## config.mk

```make
export PLATFORM = sky130hd
export DESIGN_NAME = adcg_ctrl
export DESIGN_NICKNAME = d
export VERILOG_FILES = /design/src/design/airtime_duty_cycle_guard_top_defines.svh /design/src/design/adcg_pkg.sv /design/src/design/adcg_ctrl.sv
export SDC_FILE = /design/constraint.sdc
export NUM_CORES = 1
export LEC_CHECK = 0
export BUFFER_PORTS_ARGS = -buffer_cell sky130_fd_sc_hd__buf_2
export CAP_MARGIN = 20
export CORE_AREA = 5 5 42 44
export CTS_BUF_LIST = sky130_fd_sc_hd__clkbuf_16
export DETAILED_ROUTE_END_ITERATION = 8
export DIE_AREA = 0 0 47 49
export PLACE_DENSITY_LB_ADDON = 0.2
export SLEW_MARGIN = 20
export SYNTH_ARGS = -nofsm -noshare
export SYNTH_HDL_FRONTEND = slang
export SYNTH_SLANG_ARGS = --single-unit
```

## constraint.sdc

```tcl
create_clock -name clk -period 1.2 [get_ports clk]
set_input_delay 0.24 -clock clk [delete_from_list [all_inputs] [get_ports clk]]
set_output_delay 0.24 -clock clk [all_outputs]
set_load 0.02 [all_outputs]
```

## src/design/airtime_duty_cycle_guard_top_defines.svh

```systemverilog
`ifndef AIRTIME_DUTY_CYCLE_GUARD_TOP_DEFINES_SVH
`define AIRTIME_DUTY_CYCLE_GUARD_TOP_DEFINES_SVH

// same-cycle implication, sampled on clk, off during reset
`define ADCG_ASSERT_NOW(lbl, ante, cons, msg) \
	lbl: assert property (@(posedge clk) disable iff (!arst_n) (ante) |-> (cons)) else $error(msg);

// next-cycle implication, sampled on clk, off during reset
`define ADCG_ASSERT_NEXT(lbl, ante, cons, msg) \
	lbl: assert property (@(posedge clk) disable iff (!arst_n) (ante) |=> (cons)) else $error(msg);

`endif

```

## src/design/adcg_pkg.sv

```systemverilog
package adcg_pkg;

	localparam int TIME_W = 32;
	localparam int AIR_W = 16;
	localparam int WIN_W = 31;
	localparam int USED_W = 24;
	localparam int CNT_W = 9;
	localparam int ENTRY_W = TIME_W + AIR_W;

	localparam logic [WIN_W-1:0] WINDOW_RST = 31'd3600000;
	localparam logic [USED_W-1:0] BUDGET_RST = 24'd36000;
	localparam logic [USED_W-1:0] USED_MAX = 24'hFFFFFF;

	typedef enum logic [0:0] {
		REG_WINDOW = 1'b0,
		REG_BUDGET = 1'b1
	} cfg_reg_t;

	typedef enum logic [1:0] {
		ST_IDLE,
		ST_SCAN,
		ST_FIN
	} state_t;

	typedef struct packed {
		logic action;
		logic [TIME_W-1:0] now_ms;
		logic [AIR_W-1:0] duration_ms;
	} req_t;

	typedef struct packed {
		logic allowed;
		logic [USED_W-1:0] used_ms;
		logic stored;
		logic [CNT_W-1:0] record_count;
	} rsp_t;

	typedef struct packed {
		logic start;
		logic scan;
		logic finish;
	} cmd_t;

	typedef struct packed {
		logic scan_done;
		logic out_busy;
	} status_t;

endpackage

```

## src/design/adcg_ctrl.sv

```systemverilog
module adcg_ctrl
	import adcg_pkg::*;
(
	input logic clk,
	input logic arst_n,
	input logic req_valid,
	input logic req_action,
	input status_t status,
	output logic req_stall,
	output cmd_t cmd
);

	state_t state_q;
	state_t state_d;

	always_ff @(posedge clk or negedge arst_n) begin
		if (!arst_n) begin
			state_q <= ST_IDLE;
		end else begin
			state_q <= state_d;
		end
	end

	always_comb begin
		state_d = state_q;
		case (state_q)
			ST_IDLE: begin
				if (req_valid) begin
					state_d = req_action ? ST_FIN : ST_SCAN;
				end
			end
			ST_SCAN: begin
				if (status.scan_done) begin
					state_d = ST_FIN;
				end
			end
			ST_FIN: begin
				if (!status.out_busy) begin
					state_d = ST_IDLE;
				end
			end
			default: state_d = ST_IDLE;
		endcase
	end

	always_comb begin
		req_stall = 1'b1;
		cmd = '0;
		case (state_q)
			ST_IDLE: begin
				req_stall = 1'b0;
				cmd.start = req_valid;
			end
			ST_SCAN: begin
				cmd.scan = 1'b1;
			end
			ST_FIN: begin
				cmd.finish = !status.out_busy;
			end
			default: begin
				req_stall = 1'b1;
			end
		endcase
	end

endmodule

```

; Word-level counts from Yosys, hierarchy flattened
; Cells that the tools add are included.
[totals]
ff_bits = 2
input_bits = 6
output_inout_bits = 4
[classes]
n_eq_ne = 5
n_mux = 9
reduce_logical = 3
[ops]
columns = operator, count
row1 = $mux 2, 4
row2 = $ne 2x2->1 const B, 3
row3 = $pmux 2 s3, 1
row4 = $mux 1, 4
row5 = $reduce_and 3->1, 1
row6 = $eq 2x1->1 const B, 1
row7 = $eq 2x2->1 const B, 1
row8 = $logic_not 2->1, 1
row9 = $logic_not 1->1, 1

; Logic depth before layout (Yosys ltp)
; Gate-level depths: netlist of the first run.
[logic_depth]
depth_word = 3
ltp_mapped = 2

; Worst setup path after synthesis of the first run
; Ideal clock, no wire load.
[synth_path]
kind = reg-to-output
from = reg state_q[0]
to = out cmd[2] (netlist bit)
arrival_time_ns = 1.040
required_ns = 0.960
path_slack_ns = -0.080
path_stages_with_launch = 3
path_cell_list = dfrtp_1 or2_1 nor2_1
[synth_rtl]
columns = item, line_no
row1 = start: declaration, adcg_ctrl.sv:13  ; state_t state_q;
row2 = start signal: assignment, adcg_ctrl.sv:20  ; state_q <= state_d;
row3 = end: declaration, adcg_ctrl.sv:10  ; output cmd_t cmd

==> summary.txt, run 1 <==
Status
  • Outcome: finished with violations
  • Failing checks: setup timing

Hold path
  • Worst hold path class: input pin to flop

Synth
  • Syn nets: 20
  • Combinational family with the most area after synthesis: simple AND/OR/NAND/NOR gates
  • Synth Area in Adders: 0%
  • XOR/XNOR Fraction of Synth Area: 0%
  • Post-Syn Area: 125 um2
  • Leading post-synthesis cells by cell area: dfrtp_1 40%, a21oi_1 8.0%, or3b_1 7.0%, a22oi_1 6.0%, nand3b_1 6.0%
  • Post-synth cell types: 12
  • Mean Syn Cell Area: 8.94 um2
  • Mux cell area share after synthesis: 0%
  • Synth Instances: 14
  • Compound-Gate Fraction of Synth Area: 14.0%
  • Sequential share of the synthesized area: 40.0%
  • Warnings from Yosys: 0
  • Synth area leader: dfrtp_1
  • Post-synthesis register bit count: 2
  • Simple-gate share of the synthesized area: 43.0%
  • Synth top area share: 40.0%

Layout
  • Commonest non-fill, non-tap cell in the layout: buf_2
  • Post-route cell area: 330 um2
  • Fraction of layout cells with a size suffix above 1: 63.3%
  • Largest register by flop count: state_q
  • Area growth from synthesis to layout: 164%
  • Multi-input logic area: ~85 um2
  • FF/Latch Area: 50.0 um2
  • # diodes: 0
  • Most frequent cells in the layout: 6 x buf_2, 3 x clkbuf_16, 3 x buf_4, 3 x buf_6, 2 x dfrtp_1
  • Nets: 38
  • Post-layout util: about a quarter
  • Largest regs: state_q x2
  • Filler cell count: 163
  • Max FFs per register: 2

Global route
  • GRT overflow: 0
  • Gr usage total: 5.56%
  • Global-route wire length before repair: around 840 um
  • Vias in the first global route: 210
  • Initial antenna violation count: 0
  • Largest net degree at the start of global routing: 5

Clocking
  • Clock sink count: 2
  • Htree depth: 1
  • Root buf cell: clkbuf_16
  • Clock buffer depth: 2
  • Clock transition at path regs: 0.03 ns
  • Clock Latency Late Sink: 0.22 ns
  • Num CTS Buffers: 3
  • CTS tree: done

STA
  • Post-route setup slack: -0.132 ns
  • Period minus WS final: about 1.3 ns
  • Clock skew: 0.000222 ns
  • Hold_ws: approximately 0.3 ns
  • Final period util: 111%
  • Max-slew violation count: 0
  • Final Hold Vio Count: 0
  • Unrepaired setup endpoints after global routing: true
  • # setup viols final: 4
  • F_max: between 0.7 and 0.8 GHz
  • Slew @ Worst Pin: around 0.17 ns
  • Slew HR: between 80% and 90%

Placed design
  • Final HPWL DP: ~330 um
  • DP Worst Slack: 0.0649 ns
  • Placed instance area: just over 200 um2
  • Gpl congestion: slightly above 0.7
  • PortBufs: 9

Drt
  • Routed vias: around 160
  • Vias per inst: around 3.5
  • WL/cell: roughly 11 um
  • Drt total wl: around 490 um
  • Post-route ant nets: 0
  • DR iter-0 viols: 0
  • # DRC: 0
  • DR pass1 iterations: 1

Floorplan
  • Die Area: roughly 2300 um2
  • Die W: around 47 um
  • Die height: roughly 49 um
  • Num ports: 10
  • Site Rows: 14
  • Initial Util: 8.93%
  • Core Region: about 1400 um2

Setup path
  • CP startpoint kind: flop
  • Setup Crit Path Kind: flop to output port
  • Crit path arrival time: approximately 1.1 ns
  • CP Capture Type: output port
  • Crit path required time: about 0.96 ns
  • Crit-path max FO: 3

Power
  • Design Power: about 950 uW
  • P_leak: between 0.15 and 0.2 nW
  • Pwr/cell area: a little under 3000 nW/um2
  • Peak supply drop: 1050 uV

Run
  • # Max-Cap Violations: 0
==> stage by stage <==
step	instances	setup TNS, ns
after floorplan	14	0
after global placement	41	0
after detailed placement	41	0
after CTS	46	-0.335
after global routing	46	-0.515
final	46	-0.301
==> cells by family (layout without fill, tap and decap cells) <==
group,after synthesis,count (layout)
buffers and inverters,1,17
AOI/OAI and AO/OA,3,3
DFF,2,2
and+or+nand+nor,8,8
==> final timing paths <==
| check | start | end | slack, ns | cells past startpoint |
|---|---|---|---|---|
| max | state_q[0] | cmd[2] | -0.13 | 3 |
| min | status[1] | state_q[0] | 0.30 | 3 |
| max in group asynchronous | arst_n | state_q[1] | 0.76 | 2 |
| min in group asynchronous | arst_n | state_q[0] | 0.34 | 2 |
| min reg2reg | state_q[1] | state_q[0] | 0.58 | 2 |
| max reg2reg | state_q[0] | state_q[0] | 0.01 | 4 |
==> repair_timing <==
action	4_1_cts	5_1_grt
endpoints found under the hold margin	2	0
endpoints found under the setup margin	4	5
setup buffers	1	0
hold buffers	1	0
pin swaps	3	0
gates resized for setup	5	4
==> cell usage after synthesis (all sizes together) <==
cell type,instances
or2b,1
or2,1
inv,1
nor2b,1
nor2,1
a22oi,1
or3b,1
nor3b,1
dfrtp,2
nand3b,1
nand2b,1
a21oi,2
==> routing by layer <==
metal | share of wire (%) | vias up | global-route usage [%]
li1 | - | 80 | -
met1 | 50 | 71 | 6.58
met2 | 35 | 10 | 5.66
met3 | 15 | 0 | 4.43
met4 | 0 | 0 | 5.53
met5 | 0 | - | 0
==> critical path, stage by stage (launching register included) <==
cell	delay, ns
dfrtp_1	0.41
or2_1	0.25
nor2_2	0.10
buf_6	0.12
==> power by group <==
group	internal (mW)	total, mW	switching (mW)
Clock	0.424	0.499	0.0754
Sequential	0.0935	0.119	0.0253
Combinational	0.177	0.336	0.159
==> final cells by class <==
type / instances / area share (%)
timing repair buffer: 13 / 29.2
multi-input combinational: 11 / 25.8
clock buffer: 3 / 22.7
sequential: 2 / 15.2
tap: 16 / 6.06
inverter: 1 / 1.14
(Power assumes the default switching activity.)
==> inputs of run 2 (changes only) <==
MAX_ROUTING_LAYER = met4   (was unset)
==> run 2 against run 1 <==
  * The run still ends with setup timing left
  * Sequential share of layout area did not move
  * Count of clock-buffer cells in the layout unchanged
  * Combinational power hardly changed
  * Flip-flop and latch count unchanged
  * Die area is the same
  * Clock power about the same
  * Register-to-register slack about the same
  * Critical path type unchanged
  * Largest power group unchanged
==> summary.txt, run 2 (same netlist as run 1, synthesis figures left out) <==
Status
  • Outcome: finished with violations
  • Failing checks: setup timing

Layout
  • # diodes: 0
  • Max FFs per register: 2
  • Commonest non-fill, non-tap cell in the layout: buf_2
  • Post-route cell area: 330 um2
  • Area growth from synthesis to layout: 164%
  • Largest regs: state_q x2
  • Most frequent cells in the layout: 6 x buf_2, 3 x clkbuf_16, 3 x buf_4, 3 x buf_6, 2 x dfrtp_1
  • Largest register by flop count: state_q
  • Post-layout util: 23.6%
  • Filler cell count: about 160
  • Fin cells: 46
  • Fraction of layout cells with a size suffix above 1: 63.3%
  • Nets: 38

Drt
  • # DRC: 0
  • Drt total wl: a little under 500 um
  • WL/cell: 10.6 um
  • DR iter-0 viols: 0
  • Routed vias: 161
  • DR pass1 iterations: 1
  • Vias per inst: ~3.5
  • Post-route ant nets: 0

Clocking
  • Clock sink count: 2
  • Clock transition at path regs: ~0.030 ns
  • Clock Latency Late Sink: 0.22 ns
  • Num CTS Buffers: 3
  • Clock buffer depth: 2
  • Root buf cell: clkbuf_16
  • CTS tree: done
  • Htree depth: 1

Floorplan
  • Core Region: ~1400 um2
  • Die Area: between 2000 and 2500 um2
  • Die height: 49 um
  • Site Rows: 14
  • Num ports: 10
  • Initial Util: under 10%
  • Die W: 47 um

Global route
  • Largest net degree at the start of global routing: 5
  • Vias in the first global route: 210
  • Gr usage total: between 5 and 6%
  • Global-route wire length before repair: roughly 840 um
  • GRT overflow: 0
  • Initial antenna violation count: 0

Placed design
  • Gpl congestion: roughly 0.72
  • Placed instance area: around 210 um2
  • DP Worst Slack: roughly 0.065 ns
  • PortBufs: 9
  • Final HPWL DP: 326 um
  • Placed Cells: 41

Setup path
  • CP Capture Type: output port
  • Crit path arrival time: between 1 and 1.5 ns
  • Crit path required time: 0.96 ns
  • CP startpoint kind: flop
  • Setup Crit Path Kind: flop to output port
  • Crit-path max FO: 3

STA
  • Final period util: 111%
  • # setup viols final: 4
  • Final Hold Vio Count: 0
  • F_max: 0.751 GHz
  • Clock skew: between 0.0002 and 0.00025 ns
  • Slew HR: approximately nine tenths
  • Period minus WS final: ~1.3 ns
  • Setup TNS: -0.301 ns
  • Unrepaired setup endpoints after global routing: true
  • Max-slew violation count: 0
  • Post-route setup slack: -0.132 ns
  • Slew @ Worst Pin: about 0.17 ns

Hold path
  • Worst hold path class: input pin to flop

Power
  • P_leak: about 0.16 nW
  • Peak supply drop: 1050 uV
  • Pwr/cell area: ~2900 nW/um2

Run
  • # Max-Cap Violations: 0
run 2: cell counts in the layout (fill, tap and decap cells not counted):
Identical to the previous run, type by type.
run 2: where the power goes:
part / internal (mW) / total [mW] / switching, mW
clock: 0.424 / 0.499 / 0.0754
sequential: 0.0935 / 0.119 / 0.0253
combinational: 0.177 / 0.336 / 0.159
total: 0.694 / 0.954 / 0.260
run 2: routing by layer:
metal,part of all wire [%],vias to the layer above,GRT usage (%)
met2,35,10,5.66
met4,0,0,5.53
met3,9.8,0,3.32
met5,0,-,-
met1,55,71,7.24
li1,-,80,-
run 2: worst paths after layout:
path                             from  cells past startpoint  slack (ns)    endpoint
hold / removal              status[1]                      3        0.30  state_q[0]
hold reg to reg            state_q[1]                      2        0.58  state_q[0]
setup reg to reg           state_q[0]                      4        0.01  state_q[0]
max in group asynchronous      arst_n                      2        0.76  state_q[1]
setup / recovery           state_q[0]                      3       -0.13      cmd[2]
min in group asynchronous      arst_n                      2        0.34  state_q[0]
run 2: worst max-delay path: stages (launching register included):
cell and delay, ns:
dfrtp_1 0.41, or2_1 0.25, nor2_2 0.10, buf_6 0.12
run 2: timing repair:
item / 4_1_cts / 5_1_grt
setup buffers: 1 / 0
pin swaps: 3 / 0
resized for setup: 5 / 4
hold endpoints to repair: 2 / 0
gates cloned: 0 / 0
setup endpoints to repair: 4 / 5
hold buffers: 1 / 0
run 2: area by class of cell:
| type | count | area, um2 | area share, % |
|---|---|---|---|
| well taps | 16 | 20.0 | 6.06 |
| inverters | 1 | 3.75 | 1.14 |
| flip-flops and latches | 2 | 50.0 | 15.2 |
| multi-input cells | 11 | 85.1 | 25.8 |
| clock buffers | 3 | 75.1 | 22.7 |
| repair buffers | 13 | 96.3 | 29.2 |
run 2: per-stage QoR:
stage | total power, mW | hold WS [ns]
6_report | 0.954 | 0.299
4_1_cts | 0.944 | 0.289
3_3_place_gp | 0.376 | 0.0242
3_5_place_dp | 0.380 | 0.0287
2_1_floorplan | 0.268 | -0.0556
5_1_grt | 0.999 | 0.317
==> inputs of run 3 (changes only) <==
--- a/config.mk
+++ b/config.mk
@@ -10,4 +10,5 @@
 export CORE_AREA = 5 5 42 44
 export CTS_BUF_LIST = sky130_fd_sc_hd__clkbuf_16
+export CTS_CLUSTER_DIAMETER = 30
 export DETAILED_ROUTE_END_ITERATION = 8
 export DIE_AREA = 0 0 47 49
==> constraint.sdc (replaced) <==
create_clock -name clk -period 1.2 [get_ports clk]
set_input_delay 0.24 -clock clk [delete_from_list [all_inputs] [get_ports clk]]
set_output_delay 0.24 -clock clk [all_outputs]
set_load 0.05 [all_outputs]
==> run 3 against run 2 <==
  * The run still ends with setup timing left
  * Setup slack got worse by 0.022 ns
  * Flip-flop and latch count unchanged
  * Clock skew grew 0.00080 ns
  * Die area is the same
  * Fmax decreased by 1.6%
  * Clock power decreased by 0.8%
  * Combinational power increased by 74%
  * Power increased by 25%
  * Largest cell class unchanged
==> summary.txt, run 3 (same netlist as run 1, synthesis figures left out) <==
Setup path
  • CP startpoint kind: flop
  • Setup Crit Path Kind: flop to output port
  • Crit path required time: about 0.96 ns
  • Crit-path max FO: 3
  • CP Capture Type: output port
  • Crit path arrival time: 1.11 ns

Power
  • Pwr/cell area: about 3200 nW/um2
  • P_leak: 0.173 nW
  • Peak supply drop: ~890 uV
  • Design Power: around 1.2 mW

Global route
  • Gr usage total: approximately 5.7%
  • Gr busiest metal: met1
  • Largest net degree at the start of global routing: 7
  • GR Layer Usage met1: under 10%
  • GRT overflow: 0
  • Vias in the first global route: roughly 190
  • Global-route wire length before repair: between 800 and 900 um
  • Initial antenna violation count: 0
  • GR Util met3: between 5 and 6%
  • GR Util met2: under 10%

Drt
  • Drt total wl: about 460 um
  • DR pass1 iterations: 2
  • Vias per inst: between 3 and 4
  • Routed vias: between 150 and 200
  • WL/cell: a little under 10 um
  • # DRC: 0
  • DR iter-0 viols: 1
  • Post-route ant nets: 0

Placed design
  • PortBufs: 9
  • Gpl congestion: approximately 0.7

STA
  • Post-route setup slack: -0.154 ns
  • Final Hold Vio Count: 0
  • Max-slew violation count: 0
  • Final period util: 113%
  • Clock skew: 0.00102 ns
  • Slew HR: 90.3%
  • Setup TNS: -0.426 ns
  • Slew @ Worst Pin: approximately 0.15 ns
  • Unrepaired setup endpoints after global routing: true
  • F_max: between 0.7 and 0.8 GHz
  • # setup viols final: 4
  • Period minus WS final: ~1.4 ns

Clocking
  • Num CTS Buffers: 3
  • Clock sink count: 2
  • Root buf cell: clkbuf_16
  • Clock Latency Late Sink: 0.22 ns
  • Clock transition at path regs: 0.03 ns
  • Htree depth: 1
  • CTS tree: done
  • Clock buffer depth: 2

Run
  • # Max-Cap Violations: 0

Layout
  • Nets: 39
  • Largest register by flop count: state_q
  • Largest regs: state_q x2
  • Fraction of layout cells with a size suffix above 1: a little under three quarters
  • Max FFs per register: 2
  • # diodes: 0
  • Area growth from synthesis to layout: 201%
  • Most frequent cells in the layout: 5 x buf_2, 5 x buf_6, 3 x clkbuf_16

Floorplan
  • Num ports: 10
  • Site Rows: 14
  • Die Area: 2300 um2
  • Die W: 47 um
  • Die height: 49 um
  • Initial Util: approximately 9%
  • Core Region: 1400 um2

Status
  • Failing checks: setup timing
  • Outcome: finished with violations

Hold path
  • Worst hold path class: input pin to flop
-- run 3: cell types whose count changed in the layout (fill, tap and decap cells not counted), sizes merged --
cell,change
buf,+1
-- run 3: final cells by class --
type | count | area, um2
Fill cell | 155 | 1020
Timing Repair Buffer | 14 | 121
Multi-Input combinational cell | 11 | 106
Clock buffer | 3 | 75.1
Sequential cell | 2 | 50.0
Tap cell | 16 | 20.0
Inverter | 1 | 3.75
-- run 3: metrics by stage --
step           utilization, %  instance area, um2  setup slack, ns  std cells  hold WS (ns)
6_report                 26.9                 377           -0.154         47         0.314
5_1_grt                  26.9                 377           -0.201         47         0.336
4_1_cts                  24.5                 343           -0.153         46         0.293
3_5_place_dp             15.9                 223          -0.0195         41        0.0303
3_3_place_gp             15.9                 223         -0.00843         41        0.0262
2_1_floorplan               -                 143           -0.140         14       -0.0556
-- run 3: per-layer routing --
layer	part of all wire, %	vias up
li1	-	82
met1	45	77
met5	0	-
met3	17	2
met4	2.2	0
met2	35	12
-- run 3: repair_timing --
item                                    CTS  global route
hold buffers                              1             0
endpoints found under the hold margin     2             0
resized for setup                         8             8
pin swaps                                 3             3
setup buffers                             1             1
endpoints found under the setup margin    4             5
gates cloned                              0             0
-- run 3: path summary, 6_finish.rpt --
path,cells after the start,end,from,slack (ns)
worst max-delay path,3,cmd[0],state_q[0],-0.15
worst min-delay path,3,state_q[0],req_action,0.31
worst max register to register,3,state_q[0],state_q[0],0.09
worst min register to register,2,state_q[0],state_q[1],0.56
max in group asynchronous,2,state_q[1],arst_n,0.77
min in group asynchronous,2,state_q[0],arst_n,0.33
-- run 3: critical path, cell delays in order, from the launching register on --
cell and delay (ns):
dfrtp_1 0.39, buf_6 0.13, nor3b_4 0.19, buf_6 0.18
-- run 3: where the power goes --
group	total, mW	switching [mW]	internal (mW)
Sequential	0.114	0.0206	0.0936
Combinational	0.583	0.308	0.275
Clock	0.495	0.0714	0.423
